--- src/rtl/core/ipsb_pkg.sv ---
// ----------------------------------------------------------------------------
// ipsb_pkg
// shared widths, register indexes, codes and command types
// ----------------------------------------------------------------------------
`default_nettype none

package ipsb_pkg;

   localparam int ACC_W = 64;
   localparam int MPL_W = 32;
   localparam int DVS_W = 16;
   localparam int DIV_CNT_W = $clog2(ACC_W);

   localparam logic [2:0] REG_GAIN_P = 3'd0;
   localparam logic [2:0] REG_GAIN_I = 3'd1;
   localparam logic [2:0] REG_GAIN_D = 3'd2;
   localparam logic [2:0] REG_OUTPUT_LIMIT = 3'd3;
   localparam logic [2:0] REG_SPEED_THRESHOLD = 3'd4;
   localparam logic [2:0] REG_BRAKE_NORMAL = 3'd5;
   localparam logic [2:0] REG_BRAKE_STRONG = 3'd6;
   localparam logic [2:0] REG_DEFAULT_PERIOD = 3'd7;

   localparam logic [1:0] MODE_REGULATE = 2'd0;
   localparam logic [1:0] MODE_IDLE = 2'd1;
   localparam logic [1:0] MODE_BRAKE = 2'd2;

   localparam logic [1:0] STOP_NONE = 2'd0;
   localparam logic [1:0] STOP_NORMAL = 2'd1;
   localparam logic [1:0] STOP_STRONG = 2'd2;
   // spare code, behaves as a normal stop
   localparam logic [1:0] STOP_SPARE = 2'd3;

   localparam logic [14:0] RST_OUTPUT_LIMIT = 15'd10000;
   localparam logic [14:0] RST_SPEED_THRESHOLD = 15'd2;
   localparam logic [14:0] RST_BRAKE_NORMAL = 15'd3000;
   localparam logic [14:0] RST_BRAKE_STRONG = 15'd6000;
   localparam logic [15:0] RST_DEFAULT_PERIOD = 16'd5000;

   // integral term: ki*e*p*4 / 15625, derivative term: kd*dd*256000000 / p
   localparam logic [DVS_W-1:0] I_DIVISOR = 16'd15625;
   localparam logic [ACC_W-1:0] I_ROUND = 64'd7812;
   localparam logic [MPL_W-1:0] D_SCALE = 32'd256000000;

   typedef struct packed {
      logic go;
      logic [ACC_W-1:0] mcand;
      logic [MPL_W-1:0] mplier;
   } mul_cmd_type;

   typedef struct packed {
      logic go;
      logic [ACC_W-1:0] dividend;
      logic [DVS_W-1:0] divisor;
   } div_cmd_type;

endpackage

`default_nettype wire

--- src/rtl/core/ipsb_mul.sv ---
// ----------------------------------------------------------------------------
// ipsb_mul
// bit-serial shift-add multiplier on magnitudes, one multiplier bit a cycle
// ----------------------------------------------------------------------------
`default_nettype none

module ipsb_mul (
   input  wire logic clock,
   input  wire logic reset,
   input  wire ipsb_pkg::mul_cmd_type cmd,
   output logic done,
   output logic [ipsb_pkg::ACC_W-1:0] product
);

   logic [ipsb_pkg::ACC_W-1:0] a_ff, a_in, p_ff, p_in;
   logic [ipsb_pkg::MPL_W-1:0] b_ff, b_in;
   logic run_ff, run_in, done_ff, done_in;

   always_comb begin
      a_in = a_ff;
      b_in = b_ff;
      p_in = p_ff;
      run_in = run_ff;
      done_in = 1'b0;
      if (cmd.go) begin
         a_in = cmd.mcand;
         b_in = cmd.mplier;
         p_in = '0;
         run_in = 1'b1;
      end else if (run_ff) begin
         if (b_ff[0]) begin
            p_in = p_ff + a_ff;
         end
         a_in = {a_ff[ipsb_pkg::ACC_W-2:0], 1'b0};
         b_in = {1'b0, b_ff[ipsb_pkg::MPL_W-1:1]};
         // stop early once no set multiplier bits remain
         if (b_ff[ipsb_pkg::MPL_W-1:1] == '0) begin
            run_in = 1'b0;
            done_in = 1'b1;
         end
      end
   end

   always_ff @(posedge clock) begin
      a_ff <= a_in;
      b_ff <= b_in;
      p_ff <= p_in;
      if (reset) begin
         run_ff <= 1'b0;
         done_ff <= 1'b0;
      end else begin
         run_ff <= run_in;
         done_ff <= done_in;
      end
   end

   assign done = done_ff;
   assign product = p_ff;

endmodule

`default_nettype wire

--- src/rtl/core/ipsb_div.sv ---
// ----------------------------------------------------------------------------
// ipsb_div
// restoring divider, one quotient bit a cycle
// ----------------------------------------------------------------------------
`default_nettype none

module ipsb_div (
   input  wire logic clock,
   input  wire logic reset,
   input  wire ipsb_pkg::div_cmd_type cmd,
   output logic done,
   output logic [ipsb_pkg::ACC_W-1:0] quotient
);

   localparam logic [ipsb_pkg::DIV_CNT_W-1:0] LAST_CNT =
      ipsb_pkg::DIV_CNT_W'(ipsb_pkg::ACC_W - 1);

   logic [ipsb_pkg::ACC_W-1:0] q_ff, q_in;
   logic [ipsb_pkg::DVS_W-1:0] r_ff, r_in, d_ff, d_in;
   logic [ipsb_pkg::DIV_CNT_W-1:0] cnt_ff, cnt_in;
   logic run_ff, run_in, done_ff, done_in;
   logic [ipsb_pkg::DVS_W:0] trial, diff;
   logic fits;

   assign trial = {r_ff, q_ff[ipsb_pkg::ACC_W-1]};
   assign diff = trial - {1'b0, d_ff};
   assign fits = trial >= {1'b0, d_ff};

   always_comb begin
      q_in = q_ff;
      r_in = r_ff;
      d_in = d_ff;
      cnt_in = cnt_ff;
      run_in = run_ff;
      done_in = 1'b0;
      if (cmd.go) begin
         q_in = cmd.dividend;
         r_in = '0;
         d_in = cmd.divisor;
         cnt_in = '0;
         run_in = 1'b1;
      end else if (run_ff) begin
         r_in = fits ? diff[ipsb_pkg::DVS_W-1:0] : trial[ipsb_pkg::DVS_W-1:0];
         q_in = {q_ff[ipsb_pkg::ACC_W-2:0], fits};
         cnt_in = cnt_ff + 1'b1;
         if (cnt_ff == LAST_CNT) begin
            run_in = 1'b0;
            done_in = 1'b1;
         end
      end
   end

   always_ff @(posedge clock) begin
      q_ff <= q_in;
      r_ff <= r_in;
      d_ff <= d_in;
      cnt_ff <= cnt_in;
      if (reset) begin
         run_ff <= 1'b0;
         done_ff <= 1'b0;
      end else begin
         run_ff <= run_in;
         done_ff <= done_in;
      end
   end

   assign done = done_ff;
   assign quotient = q_ff;

endmodule

`default_nettype wire

--- src/rtl/core/incremental_pid_with_stop_brake.sv ---
// sequence: a zero target passes from the prep state straight to the output state;
//   otherwise two divisions and five serial products, each product stopping early once
//   no set multiplier bits remain, with the prep, start, clamp and output states around them
// one tick at a time, the next transfer taken once the result is raised
// a new tick is taken while the previous result still waits in the output register
// reset (synchronous): history and accumulator cleared, registers to defaults
// ----------------------------------------------------------------------------
// incremental_pid_with_stop_brake
// velocity-form pid speed controller with stop braking, serial arithmetic
// ----------------------------------------------------------------------------
`default_nettype none

module incremental_pid_with_stop_brake (
   input  wire logic clock,
   input  wire logic reset,
   input  wire logic req_valid,
   output logic req_ready,
   input  wire logic signed [15:0] req_speed_target,
   input  wire logic signed [15:0] req_speed_measured,
   input  wire logic [15:0] req_period_us,
   input  wire logic [1:0] req_stop_request,
   output logic rsp_valid,
   input  wire logic rsp_ready,
   output logic signed [15:0] rsp_drive_duty,
   output logic [1:0] rsp_tick_mode,
   input  wire logic csr_wen,
   input  wire logic [2:0] csr_index,
   input  wire logic [15:0] csr_wdata
);

   localparam logic [3:0] ST_IDLE = 4'd0;
   localparam logic [3:0] ST_PREP = 4'd1;
   localparam logic [3:0] ST_START = 4'd2;
   localparam logic [3:0] ST_MUL_P = 4'd3;
   localparam logic [3:0] ST_MUL_IE = 4'd4;
   localparam logic [3:0] ST_MUL_IP = 4'd5;
   localparam logic [3:0] ST_DIV_I = 4'd6;
   localparam logic [3:0] ST_MUL_DK = 4'd7;
   localparam logic [3:0] ST_MUL_DC = 4'd8;
   localparam logic [3:0] ST_DIV_D = 4'd9;
   localparam logic [3:0] ST_CLAMP = 4'd10;
   localparam logic [3:0] ST_OUT = 4'd11;

   localparam int AW = ipsb_pkg::ACC_W;

   // configuration
   logic signed [15:0] kp_ff, ki_ff, kd_ff;
   logic [14:0] lim_ff, thr_ff, brk_n_ff, brk_s_ff;
   logic [15:0] dper_ff;

   // item and state
   logic [3:0] state_ff, state_in;
   logic signed [15:0] tgt_ff, fb_ff;
   logic [15:0] per_ff, per_in;
   logic [1:0] stop_ff;
   logic signed [16:0] e_ff, e_in, e1_ff, e1_in, e2_ff, e2_in;
   logic signed [31:0] acc_ff, acc_in;
   logic signed [AW-1:0] sum_ff, sum_in;
   logic [1:0] mode_ff, mode_in;
   logic rsp_valid_ff, rsp_valid_in;
   logic signed [15:0] duty_ff, duty_in;
   logic [1:0] tmode_ff, tmode_in;

   ipsb_pkg::mul_cmd_type mul_cmd;
   ipsb_pkg::div_cmd_type div_cmd;
   logic mul_done, div_done;
   logic [AW-1:0] mul_prod, div_quo;

   // derived values
   logic signed [17:0] de;
   logic signed [18:0] dd2;
   logic [17:0] de_mag;
   logic [18:0] dd2_mag;
   logic [16:0] e_mag;
   logic [15:0] kp_mag, ki_mag, kd_mag;
   logic kp_neg, ki_neg, kd_neg;
   logic signed [16:0] fb_ext;
   logic [16:0] fb_mag;
   logic [14:0] brk_sel, brk_duty;
   logic signed [15:0] brk_out;
   logic signed [AW-1:0] term_p, term_q, lim_q;
   logic [31:0] acc_mag;
   logic [15:0] acc_int;
   logic out_free;

   assign de = 18'(e_ff) - 18'(e1_ff);
   assign dd2 = 19'(e_ff) - (19'(e1_ff) <<< 1) + 19'(e2_ff);
   assign de_mag = de[17] ? 18'(-de) : 18'(de);
   assign dd2_mag = dd2[18] ? 19'(-dd2) : 19'(dd2);
   assign e_mag = e_ff[16] ? 17'(-e_ff) : 17'(e_ff);
   assign kp_neg = kp_ff[15];
   assign ki_neg = ki_ff[15];
   assign kd_neg = kd_ff[15];
   assign kp_mag = kp_neg ? 16'(-kp_ff) : 16'(kp_ff);
   assign ki_mag = ki_neg ? 16'(-ki_ff) : 16'(ki_ff);
   assign kd_mag = kd_neg ? 16'(-kd_ff) : 16'(kd_ff);

   assign fb_ext = 17'(fb_ff);
   assign fb_mag = fb_ext[16] ? 17'(-fb_ext) : 17'(fb_ext);
   assign brk_sel = (stop_ff == ipsb_pkg::STOP_STRONG) ? brk_s_ff : brk_n_ff;
   assign brk_duty = (brk_sel > lim_ff) ? lim_ff : brk_sel;
   assign brk_out = (fb_ff > 16'sd0) ? -$signed({1'b0, brk_duty}) : $signed({1'b0, brk_duty});

   // p term is exact, shifted into the q16 accumulator
   assign term_p = (kp_neg ^ de[17]) ? -$signed({mul_prod[AW-9:0], 8'd0})
                                     : $signed({mul_prod[AW-9:0], 8'd0});
   assign term_q = ((state_ff == ST_DIV_I) ? (ki_neg ^ e_ff[16]) : (kd_neg ^ dd2[18]))
                   ? -$signed(div_quo) : $signed(div_quo);
   assign lim_q = $signed({33'd0, lim_ff, 16'd0});

   // drive duty truncated toward zero
   assign acc_mag = acc_ff[31] ? 32'(-acc_ff) : 32'(acc_ff);
   assign acc_int = acc_mag[31:16];
   assign out_free = !rsp_valid_ff || rsp_ready;

   always_comb begin
      state_in = state_ff;
      per_in = per_ff;
      e_in = e_ff;
      e1_in = e1_ff;
      e2_in = e2_ff;
      acc_in = acc_ff;
      sum_in = sum_ff;
      mode_in = mode_ff;
      rsp_valid_in = rsp_valid_ff && !rsp_ready;
      duty_in = duty_ff;
      tmode_in = tmode_ff;
      mul_cmd = '0;
      div_cmd = '0;
      case (state_ff)
         ST_IDLE: begin
            if (req_valid) begin
               state_in = ST_PREP;
               if (req_period_us != 16'd0) begin
                  per_in = req_period_us;
               end else if (dper_ff != 16'd0) begin
                  per_in = dper_ff;
               end else begin
                  per_in = 16'd1;
               end
            end
         end
         ST_PREP: begin
            if (tgt_ff == 16'sd0) begin
               state_in = ST_OUT;
               if (stop_ff != ipsb_pkg::STOP_NONE && fb_mag > {2'b00, thr_ff}) begin
                  e1_in = -fb_ext;
                  e2_in = -fb_ext;
                  acc_in = {brk_out, 16'd0};
                  mode_in = ipsb_pkg::MODE_BRAKE;
               end else begin
                  e1_in = '0;
                  e2_in = '0;
                  acc_in = '0;
                  mode_in = ipsb_pkg::MODE_IDLE;
               end
            end else begin
               state_in = ST_START;
               e_in = 17'(tgt_ff) - 17'(fb_ff);
               sum_in = AW'(acc_ff);
               mode_in = ipsb_pkg::MODE_REGULATE;
            end
         end
         ST_START: begin
            mul_cmd.go = 1'b1;
            mul_cmd.mcand = AW'(kp_mag);
            mul_cmd.mplier = 32'(de_mag);
            state_in = ST_MUL_P;
         end
         ST_MUL_P: begin
            if (mul_done) begin
               sum_in = sum_ff + term_p;
               mul_cmd.go = 1'b1;
               mul_cmd.mcand = AW'(ki_mag);
               mul_cmd.mplier = 32'(e_mag);
               state_in = ST_MUL_IE;
            end
         end
         ST_MUL_IE: begin
            if (mul_done) begin
               mul_cmd.go = 1'b1;
               mul_cmd.mcand = mul_prod;
               mul_cmd.mplier = 32'(per_ff);
               state_in = ST_MUL_IP;
            end
         end
         ST_MUL_IP: begin
            if (mul_done) begin
               div_cmd.go = 1'b1;
               div_cmd.dividend = {mul_prod[AW-3:0], 2'b00} + ipsb_pkg::I_ROUND;
               div_cmd.divisor = ipsb_pkg::I_DIVISOR;
               state_in = ST_DIV_I;
            end
         end
         ST_DIV_I: begin
            if (div_done) begin
               sum_in = sum_ff + term_q;
               mul_cmd.go = 1'b1;
               mul_cmd.mcand = AW'(kd_mag);
               mul_cmd.mplier = 32'(dd2_mag);
               state_in = ST_MUL_DK;
            end
         end
         ST_MUL_DK: begin
            if (mul_done) begin
               mul_cmd.go = 1'b1;
               mul_cmd.mcand = mul_prod;
               mul_cmd.mplier = ipsb_pkg::D_SCALE;
               state_in = ST_MUL_DC;
            end
         end
         ST_MUL_DC: begin
            if (mul_done) begin
               div_cmd.go = 1'b1;
               div_cmd.dividend = mul_prod + AW'(per_ff[15:1]);
               div_cmd.divisor = per_ff;
               state_in = ST_DIV_D;
            end
         end
         ST_DIV_D: begin
            if (div_done) begin
               sum_in = sum_ff + term_q;
               state_in = ST_CLAMP;
            end
         end
         ST_CLAMP: begin
            if (sum_ff > lim_q) begin
               acc_in = lim_q[31:0];
            end else if (sum_ff < -lim_q) begin
               acc_in = 32'(-lim_q);
            end else begin
               acc_in = sum_ff[31:0];
            end
            e2_in = e1_ff;
            e1_in = e_ff;
            state_in = ST_OUT;
         end
         ST_OUT: begin
            if (out_free) begin
               rsp_valid_in = 1'b1;
               duty_in = acc_ff[31] ? 16'(-acc_int) : acc_int;
               tmode_in = mode_ff;
               state_in = ST_IDLE;
            end
         end
         default: begin
            state_in = ST_IDLE;
         end
      endcase
   end

   always_ff @(posedge clock) begin
      per_ff <= per_in;
      e_ff <= e_in;
      sum_ff <= sum_in;
      mode_ff <= mode_in;
      duty_ff <= duty_in;
      tmode_ff <= tmode_in;
      if (req_valid && req_ready) begin
         tgt_ff <= req_speed_target;
         fb_ff <= req_speed_measured;
         stop_ff <= req_stop_request;
      end
      if (reset) begin
         state_ff <= ST_IDLE;
         rsp_valid_ff <= 1'b0;
         e1_ff <= '0;
         e2_ff <= '0;
         acc_ff <= '0;
      end else begin
         state_ff <= state_in;
         rsp_valid_ff <= rsp_valid_in;
         e1_ff <= e1_in;
         e2_ff <= e2_in;
         acc_ff <= acc_in;
      end
   end

   // configuration registers
   always_ff @(posedge clock) begin
      if (reset) begin
         kp_ff <= '0;
         ki_ff <= '0;
         kd_ff <= '0;
         lim_ff <= ipsb_pkg::RST_OUTPUT_LIMIT;
         thr_ff <= ipsb_pkg::RST_SPEED_THRESHOLD;
         brk_n_ff <= ipsb_pkg::RST_BRAKE_NORMAL;
         brk_s_ff <= ipsb_pkg::RST_BRAKE_STRONG;
         dper_ff <= ipsb_pkg::RST_DEFAULT_PERIOD;
      end else if (csr_wen) begin
         case (csr_index)
            ipsb_pkg::REG_GAIN_P: kp_ff <= csr_wdata;
            ipsb_pkg::REG_GAIN_I: ki_ff <= csr_wdata;
            ipsb_pkg::REG_GAIN_D: kd_ff <= csr_wdata;
            ipsb_pkg::REG_OUTPUT_LIMIT: lim_ff <= csr_wdata[14:0];
            ipsb_pkg::REG_SPEED_THRESHOLD: thr_ff <= csr_wdata[14:0];
            ipsb_pkg::REG_BRAKE_NORMAL: brk_n_ff <= csr_wdata[14:0];
            ipsb_pkg::REG_BRAKE_STRONG: brk_s_ff <= csr_wdata[14:0];
            ipsb_pkg::REG_DEFAULT_PERIOD: dper_ff <= csr_wdata;
            default: begin
            end
         endcase
      end
   end

   ipsb_mul u_mul (
      .clock   (clock),
      .reset   (reset),
      .cmd     (mul_cmd),
      .done    (mul_done),
      .product (mul_prod)
   );

   ipsb_div u_div (
      .clock    (clock),
      .reset    (reset),
      .cmd      (div_cmd),
      .done     (div_done),
      .quotient (div_quo)
   );

   assign req_ready = (state_ff == ST_IDLE);
   assign rsp_valid = rsp_valid_ff;
   assign rsp_drive_duty = duty_ff;
   assign rsp_tick_mode = tmode_ff;

endmodule

`default_nettype wire

--- config.mk ---
export PLATFORM = sky130hd
export DESIGN_NAME = incremental_pid_with_stop_brake
export DESIGN_NICKNAME = d
export VERILOG_FILES = /design/src/rtl/core/ipsb_pkg.sv /design/src/rtl/core/ipsb_mul.sv /design/src/rtl/core/ipsb_div.sv /design/src/rtl/core/incremental_pid_with_stop_brake.sv
export SDC_FILE = /design/constraint.sdc
export NUM_CORES = 2
export LEC_CHECK = 0
export BUFFER_PORTS_ARGS = -buffer_cell sky130_fd_sc_hd__buf_2
export CAP_MARGIN = 30
export CELL_PAD_IN_SITES_DETAIL_PLACEMENT = 0
export CELL_PAD_IN_SITES_GLOBAL_PLACEMENT = 1
export CORE_UTILIZATION = 54
export CTS_BUF_LIST = sky130_fd_sc_hd__clkbuf_4 sky130_fd_sc_hd__clkbuf_8
export CTS_CLUSTER_SIZE = 24
export DETAILED_ROUTE_END_ITERATION = 7
export HOLD_SLACK_MARGIN = 0.1
export PLACE_DENSITY = 0.91
export SYNTH_ARGS = -nofsm -noshare
export SYNTH_HDL_FRONTEND = slang
export SYNTH_SLANG_ARGS = --single-unit
--- constraint.sdc ---
create_clock -name clock -period 18.75 [get_ports clock]
set_input_delay 2.8125 -clock clock [delete_from_list [all_inputs] [get_ports clock]]
set_output_delay 2.8125 -clock clock [all_outputs]
set_load 0.005 [all_outputs]
==> flow_summary.toml <==
[setup_path]
timing_worst_setup_path_type = "register to register"
critPathSlowestCell = "sky130_fd_sc_hd__nor4b_1"
arrival_ns = 8.65
critPathRequiredTime_ns = 19.26
crit_fanout = 37
critPathTopFamily = "compound AO/OA/AOI/OAI gates"
timing.critical_path.slowest_cell_delay_ns = 0.63
critPathCaptureType = "register"
path_buf_inv = 3
timing.critical_path.from_type = "register"

[yosys]
synth-simple-area-share_pct = 19.3
synth-main-ff-cell = "sky130_fd_sc_hd__edfxtp_1"
largest_family_of_logic_cells_by_synthesized_area = "compound AO/OA/AOI/OAI gates"
synth.top_cell.area_share_pct = 20.4
muxShareOfSynthArea_pct = 1.57
synth_edf_count = 323
yosys.cell_types.count = 93
synth-async-reset-ratio_pct = 0
synth_top_area_cell = "sky130_fd_sc_hd__edfxtp_1"
yosysSeqAreaShare_pct = 32.4
syn_area_mm2 = 0.0475
synth.avg_cell_area_um2 = 8.22
yosys_warnings = 0
synth-adder-area-share_pct = 9.53
post_synth_xor_area_fraction_pct = 10.0
synthesis.instances = 5778
synth.area.top_cells = "sky130_fd_sc_hd__edfxtp_1 20%, sky130_fd_sc_hd__dfxtp_1 12%, sky130_fd_sc_hd__ha_1 8.6%"
syn-num-nets = 6200
synth_compound_area_share_pct = 22.1
postSynthRegisterBits = 608

[timing]
relSlewSlack_pct = 30.7
finalClockSkew_ns = 0.0398
finalCritPeriodShare_pct = 43.4
timing_hold_violations_final = 0
slew_of_the_pin_with_the_lowest_slew_margin_ns = 1.03
min_period_ns = 8.15
fmaxAchievable_mhz = 123
setup-tns-final_ns = 0
postLayoutSetupSlackWorst_ns = 10.60
rsz_0062_raised_after_global_routing = "false"
finalSetupViolCount = 0
final-max-slew-violation-count = 0
whs_ns = 0.424

[job]
maxCapViolCount = 0

[global_route]
grt_pass1_vias = 41200
grt.total_usage_pct = 34.1
overflow = 0
grt_first_pass_wirelength_mm = 239
grt_antenna_before_repair = 8
largest_net_degree_at_the_start_of_global_routing = 96

[cts]
clock-sinks = 608
cts_inserted_buffers = 107
ctsRootBufferMaster = "sky130_fd_sc_hd__clkbuf_8"
clockBufferDepth = 3
post_cts.repair.setup_buffers = 0
cts-hold-fix-buffers = 0
clkTransAtPathRegs_ns = 0.06
worstSkewPairLatency_ns = 0.81
post_cts_gate_resize_count = 0
cts_tree = "built"
number_of_h_tree_branching_levels = 3

[detailed_routing]
detail-route-antenna-nets = 0
drt-pass1-iter-count = 7
drtIter0Drc = 4391
route.detailed.drc = 0
wl_per_cell_um = 22.4
number_of_vias_after_detailed_routing = 43700
route.detailed.vias_per_inst = 6.29
drt-total-wl_mm = 155

[place]
dpl.hpwl_mm = 117
portBuffers = 93
minimum_setup_slack_after_placement_ns = 10.70
place_congestion = 0.976

[floorplanning]
die_span_in_x_um = 299
floorplan.core_area_mm2 = 0.0870
floorplan.die_area_mm2 = 0.0892
placementRows = 108
die_h_um = 299
top_level_ports = 94
initial_util_pct = 54.6

[layout]
layout_overhead_on_the_synthesized_area_pct = 7.77
finalNetCount = 6126
final.fill_count = 8043
drive_above_1_share_pct = 8.20

[power_and_ir_drop]
vdd_ir_drop_max_mv = 0.152
power.leakage_nw = 20.6
powerDensity_mw_per_mm2 = 192

[hold_path]
holdCritPathClass = "register to register"

[outcome]
status = "finished clean"
-- per-layer routing --
layer  vias to the layer above  track usage [%]  wire [µm]
li1                      20800                -          -
met1                     20700             45.3      65500
met2                      1829             54.2      69900
met3                       376             5.35      12200
met4                         2             16.2       7770
met5                         -                0         14
-- logic make-up after synthesis --
| family | count (synthesis) |
|---|---|
| flip-flops | 608 |
| AND/OR/NAND/NOR | 1933 |
| AO/OA/AOI/OAI | 1646 |
| XOR/XNOR | 544 |
| multiplexers | 72 |
| adder cells (fa/ha/maj) | 348 |
| buffers and inverters | 627 |
-- per-stage QoR --
| stage | instances | power [mW] | util [%] | area, µm² |
|---|---|---|---|---|
| floorplan | 5778 | 6.74 | - | 47500 |
| global placement | 6738 | 8.32 | 56.0 | 48700 |
| detailed placement | 6748 | 8.35 | 56.1 | 48800 |
| CTS | 6947 | 9.74 | 58.8 | 51200 |
| global route | 6951 | 10.5 | 58.8 | 51200 |
| finish | 6952 | 9.85 | 58.8 | 51200 |
-- Yosys cell counts, types with 46 or more instances --
| cell | n |
|---|---|
| sky130_fd_sc_hd__a21o_1 | 174 |
| sky130_fd_sc_hd__a21oi_1 | 543 |
| sky130_fd_sc_hd__a22o_1 | 52 |
| sky130_fd_sc_hd__a22oi_1 | 89 |
| sky130_fd_sc_hd__a31oi_1 | 72 |
| sky130_fd_sc_hd__and3_1 | 55 |
| sky130_fd_sc_hd__clkbuf_1 | 315 |
| sky130_fd_sc_hd__dfxtp_1 | 285 |
| sky130_fd_sc_hd__edfxtp_1 | 323 |
| sky130_fd_sc_hd__ha_1 | 325 |
| sky130_fd_sc_hd__inv_1 | 258 |
| sky130_fd_sc_hd__mux2i_1 | 53 |
| sky130_fd_sc_hd__nand2_1 | 686 |
| sky130_fd_sc_hd__nand2b_1 | 50 |
| sky130_fd_sc_hd__nand3_1 | 153 |
| sky130_fd_sc_hd__nand4_1 | 107 |
| sky130_fd_sc_hd__nor2_1 | 427 |
| sky130_fd_sc_hd__nor2b_1 | 51 |
| sky130_fd_sc_hd__nor3_1 | 123 |
| sky130_fd_sc_hd__nor4_1 | 85 |
| sky130_fd_sc_hd__o21ai_0 | 320 |
| sky130_fd_sc_hd__o31ai_1 | 46 |
| sky130_fd_sc_hd__xnor2_1 | 358 |
| sky130_fd_sc_hd__xor2_1 | 186 |
-- layout by cell type (no fill, tap or decap), types with 43 or more instances in the layout --
cell type,count
sky130_fd_sc_hd__a21oi_1,543
sky130_fd_sc_hd__nand2b_1,49
sky130_fd_sc_hd__nor2b_1,51
sky130_fd_sc_hd__a31oi_1,71
sky130_fd_sc_hd__mux2i_1,53
sky130_fd_sc_hd__nor3_1,122
sky130_fd_sc_hd__or3_1,44
sky130_fd_sc_hd__nand2_1,685
sky130_fd_sc_hd__o21ai_0,320
sky130_fd_sc_hd__a21o_1,174
sky130_fd_sc_hd__nand4_1,107
sky130_fd_sc_hd__xor2_1,186
sky130_fd_sc_hd__nor4_1,83
sky130_fd_sc_hd__a22oi_1,89
sky130_fd_sc_hd__buf_4,84
sky130_fd_sc_hd__xnor2_1,356
sky130_fd_sc_hd__buf_2,93
sky130_fd_sc_hd__and3_1,55
sky130_fd_sc_hd__nand3_1,153
sky130_fd_sc_hd__dfxtp_1,285
sky130_fd_sc_hd__o31ai_1,46
sky130_fd_sc_hd__a22o_1,52
sky130_fd_sc_hd__clkbuf_8,119
sky130_fd_sc_hd__nor2_1,421
sky130_fd_sc_hd__ha_1,325
sky130_fd_sc_hd__o21a_1,43
sky130_fd_sc_hd__edfxtp_1,323
sky130_fd_sc_hd__inv_1,257
-- state kept, by name, summed over array words and instances (netlist names), 17 cells and up --
register        cells
u_mul.product      64
e2_ff              17
u_div.quotient     64
sum_ff             64
acc_ff             32
e_ff               17
u_mul.b_ff         28
u_mul.a_ff         64
e1_ff              17
-- report_power, final --
| group | switching (mW) | internal [mW] |
|---|---|---|
| Clock | 0.618 | 0.742 |
| Sequential | 0.468 | 1.81 |
| Combinational | 3.80 | 2.41 |
| Total | 4.88 | 4.97 |
-- worst reg2reg max path: stages (launching register included) --
cell,delay [ns]
sky130_fd_sc_hd__edfxtp_1,0.41
sky130_fd_sc_hd__inv_1,0.12
sky130_fd_sc_hd__fa_1,0.55
sky130_fd_sc_hd__inv_1,0.05
sky130_fd_sc_hd__ha_1,0.41
sky130_fd_sc_hd__a21o_1,0.23
sky130_fd_sc_hd__a31oi_1,0.17
sky130_fd_sc_hd__a21boi_0,0.38
sky130_fd_sc_hd__a211o_1,0.23
sky130_fd_sc_hd__nand3_1,0.16
sky130_fd_sc_hd__a31o_2,0.33
sky130_fd_sc_hd__nand3_1,0.09
sky130_fd_sc_hd__buf_4,0.36
sky130_fd_sc_hd__o41ai_1,0.21
sky130_fd_sc_hd__xor2_1,0.18
sky130_fd_sc_hd__a21oi_1,0.21
sky130_fd_sc_hd__ha_1,0.30
sky130_fd_sc_hd__a21o_1,0.21
sky130_fd_sc_hd__o21bai_1,0.18
sky130_fd_sc_hd__a2111oi_0,0.59
sky130_fd_sc_hd__a221oi_1,0.18
sky130_fd_sc_hd__nor4b_1,0.63
sky130_fd_sc_hd__o21ai_0,0.31
sky130_fd_sc_hd__a211oi_1,0.60
sky130_fd_sc_hd__o21ai_1,0.19
sky130_fd_sc_hd__a221oi_1,0.33
sky130_fd_sc_hd__xor2_1,0.16
sky130_fd_sc_hd__o21ai_0,0.08
-- cell type report --
cell class,count,area (µm²),area share (%)
Antenna cell,3,7.51,0.0147
Clock buffer,155,1910,3.73
Clock inverter,44,414,0.809
Inverter,260,976,1.91
Multi-Input combinational cell,4543,29800,58.2
Sequential cell,608,15400,30.1
Tap cell,1155,1450,2.82
Timing Repair Buffer,184,1240,2.42
-- final timing paths --
check,start,to,slack (ns),depth (start not counted)
setup / recovery,e_ff[7]$_DFFE_PP_,sum_ff[61]$_DFFE_PP_,10.60,27
hold / removal,mode_ff[1]$_SDFFCE_PN0P_,rsp_tick_mode[1]$_DFFE_PP_,0.42,0
setup reg to reg,e_ff[7]$_DFFE_PP_,sum_ff[61]$_DFFE_PP_,10.60,27
hold reg to reg,mode_ff[1]$_SDFFCE_PN0P_,rsp_tick_mode[1]$_DFFE_PP_,0.42,0
(Power assumes the default switching activity.)
